--- config.mk ---
export PLATFORM = sky130hd
export DESIGN_NAME = stc_cordic
export DESIGN_NICKNAME = d
export VERILOG_FILES = /design/src/design/stc_pkg.sv /design/src/design/stc_cordic.sv
export SDC_FILE = /design/constraint.sdc
export NUM_CORES = 2
export LEC_CHECK = 0
export BUFFER_PORTS_ARGS = -buffer_cell sky130_fd_sc_hd__buf_2
export CAP_MARGIN = 0
export CORE_MARGIN = 2
export CORE_UTILIZATION = 61
export DETAILED_ROUTE_END_ITERATION = 8
export GPL_TIMING_DRIVEN = 0
export PLACE_DENSITY = 0.77
export SYNTH_ARGS = -nofsm -noshare
export SYNTH_HDL_FRONTEND = slang
export SYNTH_SLANG_ARGS = --single-unit
--- constraint.sdc ---
create_clock -name clk_i -period 6.1 [get_ports clk_i]
set_input_delay 0.915 -clock clk_i [delete_from_list [all_inputs] [get_ports clk_i]]
set_output_delay 0.915 -clock clk_i [all_outputs]
set_load 0.1 [all_outputs]
--- src/design/stc_pkg.sv ---
// Shared constants and tables for the spherical-to-Cartesian converter.
`timescale 1ns / 1ps
package stc_pkg;

  localparam int unsigned ANG_W   = 32;
  localparam int unsigned VEC_W   = 32;
  localparam int unsigned IN_W    = 16;
  localparam int unsigned COORD_W = 17;

  localparam logic signed [ANG_W-1:0] ANG_HALF_PI = 32'sd421657428;
  localparam logic signed [ANG_W-1:0] ANG_PI      = 32'sd843314857;

  localparam logic signed [COORD_W-1:0] COORD_MAX = 17'sd65535;
  localparam logic signed [COORD_W-1:0] COORD_MIN = -17'sd65535;

  function automatic logic signed [ANG_W-1:0] atan_q28(input int idx);
    logic signed [ANG_W-1:0] val;
    case (idx)
      0:       val = 32'sd210828714;
      1:       val = 32'sd124459457;
      2:       val = 32'sd65760959;
      3:       val = 32'sd33381290;
      4:       val = 32'sd16755422;
      5:       val = 32'sd8385879;
      6:       val = 32'sd4193963;
      7:       val = 32'sd2097109;
      8:       val = 32'sd1048571;
      9:       val = 32'sd524287;
      10:      val = 32'sd262144;
      11:      val = 32'sd131072;
      12:      val = 32'sd65536;
      13:      val = 32'sd32768;
      14:      val = 32'sd16384;
      15:      val = 32'sd8192;
      16:      val = 32'sd4096;
      17:      val = 32'sd2048;
      18:      val = 32'sd1024;
      19:      val = 32'sd512;
      20:      val = 32'sd256;
      21:      val = 32'sd128;
      22:      val = 32'sd64;
      23:      val = 32'sd32;
      default: val = '0;
    endcase
    return val;
  endfunction

  function automatic logic signed [VEC_W-1:0] inv_gain_q30(input int stages);
    logic signed [VEC_W-1:0] val;
    case (stages)
      8:       val = 32'sd652039507;
      9:       val = 32'sd652034532;
      10:      val = 32'sd652033289;
      11:      val = 32'sd652032978;
      12:      val = 32'sd652032900;
      13:      val = 32'sd652032881;
      14:      val = 32'sd652032876;
      default: val = 32'sd652032874;
    endcase
    return val;
  endfunction

endpackage

--- src/design/stc_cordic.sv ---
// Pipelined rotation-mode CORDIC giving the cosine and sine of one Q2.13 angle.
`timescale 1ns / 1ps
module stc_cordic #(
  parameter int unsigned STAGES = 16
) (
  input  logic                                 clk_i,
  input  logic signed [stc_pkg::IN_W-1:0]      ang_i,
  output logic signed [stc_pkg::VEC_W-1:0]     cos_o,
  output logic signed [stc_pkg::VEC_W-1:0]     sin_o
);

  localparam logic signed [stc_pkg::VEC_W-1:0] INV_GAIN = stc_pkg::inv_gain_q30(STAGES);

  logic signed [stc_pkg::VEC_W-1:0] x_q [STAGES+1];
  logic signed [stc_pkg::VEC_W-1:0] y_q [STAGES+1];
  logic signed [stc_pkg::ANG_W-1:0] z_q [STAGES];
  logic                             flip_q [STAGES+1];

  logic signed [stc_pkg::ANG_W-1:0] ang_wide;
  logic signed [stc_pkg::ANG_W-1:0] z_d;
  logic                             flip_d;

  always_comb begin
    ang_wide = stc_pkg::ANG_W'(ang_i) <<< 15;
    if (ang_wide > stc_pkg::ANG_HALF_PI) begin
      z_d    = ang_wide - stc_pkg::ANG_PI;
      flip_d = 1'b1;
    end else if (ang_wide < -stc_pkg::ANG_HALF_PI) begin
      z_d    = ang_wide + stc_pkg::ANG_PI;
      flip_d = 1'b1;
    end else begin
      z_d    = ang_wide;
      flip_d = 1'b0;
    end
  end

  always_ff @(posedge clk_i) begin
    x_q[0]    <= INV_GAIN;
    y_q[0]    <= '0;
    z_q[0]    <= z_d;
    flip_q[0] <= flip_d;
  end

  for (genvar i = 0; i < STAGES; i++) begin : g_stage
    localparam logic signed [stc_pkg::ANG_W-1:0] ATAN = stc_pkg::atan_q28(i);

    always_ff @(posedge clk_i) begin
      flip_q[i+1] <= flip_q[i];
      if (z_q[i] >= 0) begin
        x_q[i+1] <= x_q[i] - (y_q[i] >>> i);
        y_q[i+1] <= y_q[i] + (x_q[i] >>> i);
      end else begin
        x_q[i+1] <= x_q[i] + (y_q[i] >>> i);
        y_q[i+1] <= y_q[i] - (x_q[i] >>> i);
      end
    end

    if (i < STAGES - 1) begin : g_angle
      always_ff @(posedge clk_i) begin
        if (z_q[i] >= 0) begin
          z_q[i+1] <= z_q[i] - ATAN;
        end else begin
          z_q[i+1] <= z_q[i] + ATAN;
        end
      end
    end
  end

  always_ff @(posedge clk_i) begin
    if (flip_q[STAGES]) begin
      cos_o <= -x_q[STAGES];
      sin_o <= -y_q[STAGES];
    end else begin
      cos_o <= x_q[STAGES];
      sin_o <= y_q[STAGES];
    end
  end

endmodule

# [After elaboration in Yosys (flattened, before gate mapping)]
# Memory sizes are Yosys's and may differ from the RTL's.
# Cells that the tools add are included.
# W data, S select, Z words.
[classes] add_sub_neg=97 order_cmp=18 n_mux=101 bitwise_logic=47
[ops] cell="$mux W32" count=51
[ops] cell="$ge A32 B1 Y1 const B" count=16
[ops] cell="$add A32 B17 Y32" count=2
[ops] cell="$add A32 B18 Y32" count=2
[ops] cell="$add A32 B19 Y32" count=2
[ops] cell="$add A32 B20 Y32" count=2
[ops] cell="$add A32 B20 Y32 const B" count=2
[ops] cell="$add A32 B21 Y32" count=2
[ops] cell="$add A32 B22 Y32" count=2
[ops] cell="$add A32 B23 Y32" count=2
[ops] cell="$add A32 B24 Y32" count=2
[ops] cell="$add A32 B25 Y32" count=2
[ops] cell="$add A32 B26 Y32" count=2
[ops] cell="$add A32 B27 Y32" count=2
[ops] cell="$add A32 B28 Y32" count=2
[ops] cell="$add A32 B29 Y32" count=2
[ops] cell="$add A32 B30 Y32" count=2
[ops] cell="$add A32 B31 Y32" count=2
[ops] cell="$neg A32 Y32" count=2
[ops] cell="$sub A32 B17 Y32" count=2
[ops] cell="$sub A32 B18 Y32" count=2
[ops] cell="$sub A32 B19 Y32" count=2
[ops] cell="$sub A32 B20 Y32" count=2
[ops] cell="$sub A32 B20 Y32 const B" count=2
[ops] cell="45 further kinds" count=152
[word_totals] regBits=64 mem_bits_rw=1617 wordCells=269 n_memories=4
[memory_table] memory="x_q" depth=17 width=32 read_ports=17 rd_ports_with_merged_regs=0 write_ports=17 line_no="stc_cordic.sv:14" text="logic signed [stc_pkg::VEC_W-1:0] x_q [STAGES+1];"
[memory_table] memory="y_q" depth=17 width=32 read_ports=17 rd_ports_with_merged_regs=0 write_ports=17 line_no="stc_cordic.sv:15" text="logic signed [stc_pkg::VEC_W-1:0] y_q [STAGES+1];"
[memory_table] memory="z_q" depth=16 width=32 read_ports=16 rd_ports_with_merged_regs=0 write_ports=16 line_no="stc_cordic.sv:16" text="logic signed [stc_pkg::ANG_W-1:0] z_q [STAGES];"
[memory_table] memory="flip_q" depth=17 width=1 read_ports=17 rd_ports_with_merged_regs=0 write_ports=17 line_no="stc_cordic.sv:17" text="logic flip_q [STAGES+1];"

# [Logic depth before layout (Yosys ltp)]
# An unclocked memory read counts as a cell.
[logic_depth] word_depth=5 depth_mapped=21 depth_no_buf=21

# [Least setup slack after synthesis]
# No wires, ideal clock.
[synth_timing] kind="reg-to-reg" startpoint="memory x_q[9][17] (netlist name)" endpoint="memory y_q[10][31] (netlist name)" arrival_time_ns=4.970 required_time_ns=5.980 setup_slack_ns=1.010 path_stages_with_launch=20 n_path_buf=1 path_cell_list="dfxtp_1 -> or4_1 -> nor4_1 -> nand2b_1 -> or3_1 -> or2_2 -> o41ai_1 -> xnor2_1 -> ha_1 -> clkbuf_1 -> a21o_1 -> or3_1 -> a211oi_1 -> o31ai_1 -> a31oi_1 -> o211ai_1 -> or4b_1 -> a31o_2 -> a21oi_1 -> xnor2_1"
[synth_rtl] element="from (decl)" line_no="stc_cordic.sv:14"
[synth_rtl] element="to (decl)" line_no="stc_cordic.sv:15"

==> impl_metrics.prom <==
# TYPE chip_impl_metric gauge
chip_impl_info{name="status",value="finished, final reports clean"} 1
chip_impl_metric{name="drt_pre_antenna_iters",unit=""} 9
chip_impl_metric{name="cts_hold_buffers",unit=""} 0
chip_impl_info{name="critPathKind",value="register to register"} 1
chip_impl_metric{name="min_period_over_period",unit="%"} 94.9
chip_impl_info{name="worstHoldEndpoint",value="z_q[0][20]$_DFF_P_"} 1
chip_impl_metric{name="slew-limit-headroom",unit="%"} 6.89
chip_impl_metric{name="synth_nets",unit=""} 13300
chip_impl_info{name="clock_tree_from_tritoncts",value="yes"} 1
chip_impl_metric{name="portBuffers",unit=""} 75
chip_impl_metric{name="grt_pass1_wl",unit="mm"} 440
chip_impl_metric{name="synth-warning-count",unit=""} 0
chip_impl_metric{name="synthesis.area_per_instance",unit="µm²"} 8.53
chip_impl_metric{name="grt_overflow",unit=""} 0
chip_impl_metric{name="worst-path-max-fanout",unit=""} 10
chip_impl_metric{name="m1WireLength",unit="mm"} 123
chip_impl_metric{name="clkSinkCount",unit=""} 1413
chip_impl_metric{name="stdcell_area",unit="µm²"} 111000
chip_impl_metric{name="num-nets-final",unit=""} 13600
chip_impl_metric{name="syn_area",unit="µm²"} 102000
chip_impl_metric{name="place.gp.congestion",unit=""} 0.988
chip_impl_metric{name="detailedRoute.firstIterationViolations",unit=""} 6920
chip_impl_metric{name="met3WireLength",unit="mm"} 19.8
chip_impl_metric{name="synth.yosys.seq_area_share",unit="%"} 27.6
chip_impl_info{name="hp-start",value="ang_i[5]"} 1
chip_impl_metric{name="cts-buffers-inserted",unit=""} 156
chip_impl_metric{name="route.detailed.vias_per_inst",unit=""} 6.12
chip_impl_metric{name="clk_latency",unit="ns"} 0.84
chip_impl_metric{name="antenna_violating_nets_post_route",unit=""} 0
chip_impl_metric{name="die_h",unit="µm"} 414
chip_impl_metric{name="worst_hold_path.num_cells",unit=""} 2
chip_impl_metric{name="hold_violations",unit=""} 0
chip_impl_metric{name="grtUsageTotal",unit="%"} 31.5
chip_impl_info{name="worst_hold_path_type",value="input pin to register"} 1
chip_impl_metric{name="number_of_buffers_inserted_by_post_cts_setup_repair",unit=""} 0
chip_impl_metric{name="routed_wl",unit="mm"} 278
chip_impl_metric{name="dieArea",unit="µm²"} 171000
chip_impl_metric{name="boundaryPins",unit=""} 81
chip_impl_metric{name="max_stage_delay",unit="ns"} 1.16
chip_impl_metric{name="vias",unit=""} 89200
chip_impl_metric{name="num_rows",unit=""} 150
chip_impl_metric{name="drive_above_1_share",unit="%"} 3.93
chip_impl_info{name="critical_path.reg2reg.startpoint",value="z_q[15][31]$_DFF_P_"} 1
chip_impl_metric{name="place.detailed.hpwl",unit="mm"} 225
chip_impl_metric{name="final-max-slew-violation-count",unit=""} 0
chip_impl_metric{name="reg2reg_setup_slack",unit="ns"} 0.31
chip_impl_info{name="crit_path_cell_trace",value="clkbuf_1 -> clkbuf_1 -> nand2_1 -> o21ai_0 -> ha_1 -> a211oi_1 -> o21ai_0 -> a2111oi_0 -> nor3_1 -> a211oi_1 -> a21oi_1 -> a2111oi_0 -> o21bai_1 -> a21oi_1 -> xnor2_1"} 1
chip_impl_metric{name="synth_cells",unit=""} 12000
chip_impl_metric{name="effective_utilization_at_floorplan",unit="%"} 61.3
chip_impl_metric{name="fin_hold_ws",unit="ns"} 0.324
chip_impl_metric{name="antenna_violations_before_repair",unit=""} 7
chip_impl_metric{name="via_count_of_the_first_global_routing_pass",unit=""} 84600
chip_impl_metric{name="max_slew.worst_pin.slew",unit="ns"} 1.36
chip_impl_metric{name="data_required_time_of_the_worst_path",unit="ns"} 6.85
chip_impl_metric{name="total_negative_slack_for_setup_checks",unit="ns"} 0
chip_impl_metric{name="final_count_of_negative_setup_slack_endpoints",unit=""} 0
chip_impl_metric{name="htreeDepth",unit=""} 4
chip_impl_metric{name="syn_to_final_growth",unit="%"} 8.30
chip_impl_metric{name="skew",unit="ns"} 0.0351
chip_impl_metric{name="core_area",unit="µm²"} 167000
chip_impl_metric{name="finalWorstPathRequiredPeriod",unit="ns"} 5.79
chip_impl_info{name="clock_tree.root_cell",value="sky130_fd_sc_hd__clkbuf_16"} 1
chip_impl_metric{name="wl_per_cell",unit="µm"} 19.1
chip_impl_metric{name="synth_cell_types",unit=""} 88
chip_impl_info{name="grt_setup_unrepaired",value="false"} 1
chip_impl_info{name="crit_path_start_kind",value="register"} 1
chip_impl_metric{name="grt_start_max_net_pins",unit=""} 26
chip_impl_info{name="synth_ff_type",value="sky130_fd_sc_hd__dfxtp_1"} 1
chip_impl_metric{name="maxCapViolCount",unit=""} 0
chip_impl_metric{name="rr_worst_depth",unit=""} 15
chip_impl_metric{name="route.met2.wl",unit="mm"} 126
chip_impl_info{name="cell_with_the_biggest_individual_delay_on_the_critical_path",value="sky130_fd_sc_hd__a2111oi_0"} 1
chip_impl_metric{name="die_x",unit="µm"} 414
chip_impl_metric{name="asyncSetResetFlopFracSynth",unit="%"} 0
chip_impl_metric{name="place_area",unit="µm²"} 105000
chip_impl_metric{name="worst_ep_arrival_time",unit="ns"} 6.54
chip_impl_info{name="highest-signal-layer",value="met5"} 1
chip_impl_metric{name="number_of_enable_flip_flop_cells_after_synthesis",unit=""} 0
chip_impl_metric{name="route.detailed.drc",unit=""} 0
chip_impl_metric{name="cts_repair_resize_count",unit=""} 0
chip_impl_metric{name="fmaxAchievable",unit="MHz"} 173
chip_impl_metric{name="clk_pin_slew",unit="ns"} 0.06
chip_impl_metric{name="ctsLongestPathBuffers",unit=""} 3
chip_impl_info{name="worst_reg2reg_endpoint",value="y_q[16][31]$_DFF_P_"} 1
chip_impl_info{name="crit_end_element",value="register"} 1
chip_impl_metric{name="postSynthRegisterBits",unit=""} 1413
## worst max-delay path: cells and delay by family, from the launching register on
| kind | cells | cell delay, ns |
|---|---|---|
| AOI/OAI and AO/OA | 9 | 3.40 |
| DFF | 1 | 0.49 |
| buffers and inverters | 2 | 1.08 |
| adders and majority gates | 1 | 0.30 |
| xor gates and xnor gates | 1 | 0.15 |
| and+or+nand+nor | 2 | 0.26 |
## worst max-delay path by stage
stage / from / to / slack (ns) / depth (start not counted)
4_1_cts: x_q[9][17]$_DFF_P_ / y_q[10][31]$_DFF_P_ / 0.26 / 19
2_1_floorplan: x_q[9][17]$_DFF_P_ / y_q[10][31]$_DFF_P_ / 1.01 / 19
3_5_place_dp: x_q[9][17]$_DFF_P_ / y_q[10][31]$_DFF_P_ / 0.30 / 19
6_report: z_q[15][31]$_DFF_P_ / y_q[16][31]$_DFF_P_ / 0.31 / 15
3_3_place_gp: x_q[9][17]$_DFF_P_ / y_q[10][31]$_DFF_P_ / 0.29 / 19
5_1_grt: y_q[11][15]$_DFF_P_ / x_q[12][31]$_DFF_P_ / 0.04 / 18
## per-stage QoR
stage,std cells,utilization (%),worst slack [ns]
after floorplan,12000,-,1.01
after global placement,14300,63.2,0.287
after detailed placement,14300,63.2,0.302
after CTS,14600,66.4,0.262
after global routing,14600,66.4,0.0396
final,14600,66.4,0.314
## synthesized netlist by cell type, types with 97 or more instances
| library cell | n | area share, % |
|---|---|---|
| sky130_fd_sc_hd__dfxtp_1 | 1413 | 28 |
| sky130_fd_sc_hd__ha_1 | 1270 | 16 |
| sky130_fd_sc_hd__xnor2_1 | 1120 | 9.6 |
| sky130_fd_sc_hd__a21oi_1 | 965 | 4.7 |
| sky130_fd_sc_hd__nor2_1 | 840 | 3.1 |
| sky130_fd_sc_hd__o21ai_0 | 804 | 3.9 |
| sky130_fd_sc_hd__nand2_1 | 704 | 2.6 |
| sky130_fd_sc_hd__a21o_1 | 630 | 4.6 |
| sky130_fd_sc_hd__inv_1 | 571 | 2.1 |
| sky130_fd_sc_hd__xor2_1 | 568 | 4.9 |
| sky130_fd_sc_hd__o31ai_1 | 215 | 1.6 |
| sky130_fd_sc_hd__nor3_1 | 209 | 1.0 |
| sky130_fd_sc_hd__nand2b_1 | 198 | 1.2 |
| sky130_fd_sc_hd__clkbuf_1 | 195 | 0.72 |
| sky130_fd_sc_hd__nand3_1 | 192 | 0.94 |
| sky130_fd_sc_hd__nor2b_1 | 192 | 1.2 |
| sky130_fd_sc_hd__o21a_1 | 184 | 1.4 |
| sky130_fd_sc_hd__o21bai_1 | 154 | 1.1 |
| sky130_fd_sc_hd__or3_1 | 132 | 0.81 |
| sky130_fd_sc_hd__o41ai_1 | 107 | 0.92 |
| sky130_fd_sc_hd__and3_1 | 99 | 0.61 |
| sky130_fd_sc_hd__a31oi_1 | 98 | 0.60 |
| sky130_fd_sc_hd__nand4_1 | 97 | 0.59 |
## metal layers
layer | vias to the layer above | GRT usage (%)
li1 | 43800 | -
met5 | - | 0
met1 | 42200 | 41.1
met2 | 2684 | 52.1
met3 | 509 | 5.89
met4 | 2 | 10.6
## final cells by class
| type | instances | area, µm² |
|---|---|---|
| Antenna cell | 8 | 20.0 |
| Buffer | 216 | 818 |
| Clock buffer | 212 | 4410 |
| Clock inverter | 64 | 908 |
| Fill cell | 14100 | 56000 |
| Inverter | 574 | 2150 |
| Multi-Input combinational cell | 9798 | 71100 |
| Sequential cell | 1413 | 28300 |
| Tap cell | 2204 | 2760 |
| Timing Repair Buffer | 75 | 375 |
## kinds of logic (layout without fill, tap and decap cells)
| family | Yosys count | in the layout | synth area share (%) |
|---|---|---|---|
| simple gates | 3053 | 3053 | 14.8 |
| buf+inv | 790 | 1141 | 2.90 |
| other cells | 0 | 8 | 0 |
| xor+xnor | 1690 | 1690 | 14.5 |
| mux | 47 | 47 | 0.468 |
| compound gates | 3692 | 3692 | 23.3 |
| fa+ha+maj | 1316 | 1316 | 16.4 |
| flops | 1413 | 1413 | 27.6 |
## placed cells by master, fill, tap and decap left out, types with 154 or more instances in the layout
cell type	n
sky130_fd_sc_hd__xnor2_1	1120
sky130_fd_sc_hd__nor3_1	209
sky130_fd_sc_hd__clkbuf_1	223
sky130_fd_sc_hd__xor2_1	568
sky130_fd_sc_hd__a21oi_1	965
sky130_fd_sc_hd__ha_1	1270
sky130_fd_sc_hd__o21a_1	184
sky130_fd_sc_hd__a21o_1	630
sky130_fd_sc_hd__dfxtp_1	1413
sky130_fd_sc_hd__inv_1	571
sky130_fd_sc_hd__o31ai_1	215
sky130_fd_sc_hd__clkbuf_16	160
sky130_fd_sc_hd__nor2b_1	192
sky130_fd_sc_hd__nor2_1	840
sky130_fd_sc_hd__nand3_1	192
sky130_fd_sc_hd__nand2_1	704
sky130_fd_sc_hd__o21bai_1	154
sky130_fd_sc_hd__o21ai_0	804
sky130_fd_sc_hd__nand2b_1	198
## state kept, by name (all words and copies together) (netlist names)
register / flops
y_q: 481
x_q: 456
z_q: 397
cos_o: 32
sin_o: 32
flip_q: 15
Power is left out: the tool's default activity adds up to more than one toggle a clock period on the data nets, which glitch-free logic cannot reach.
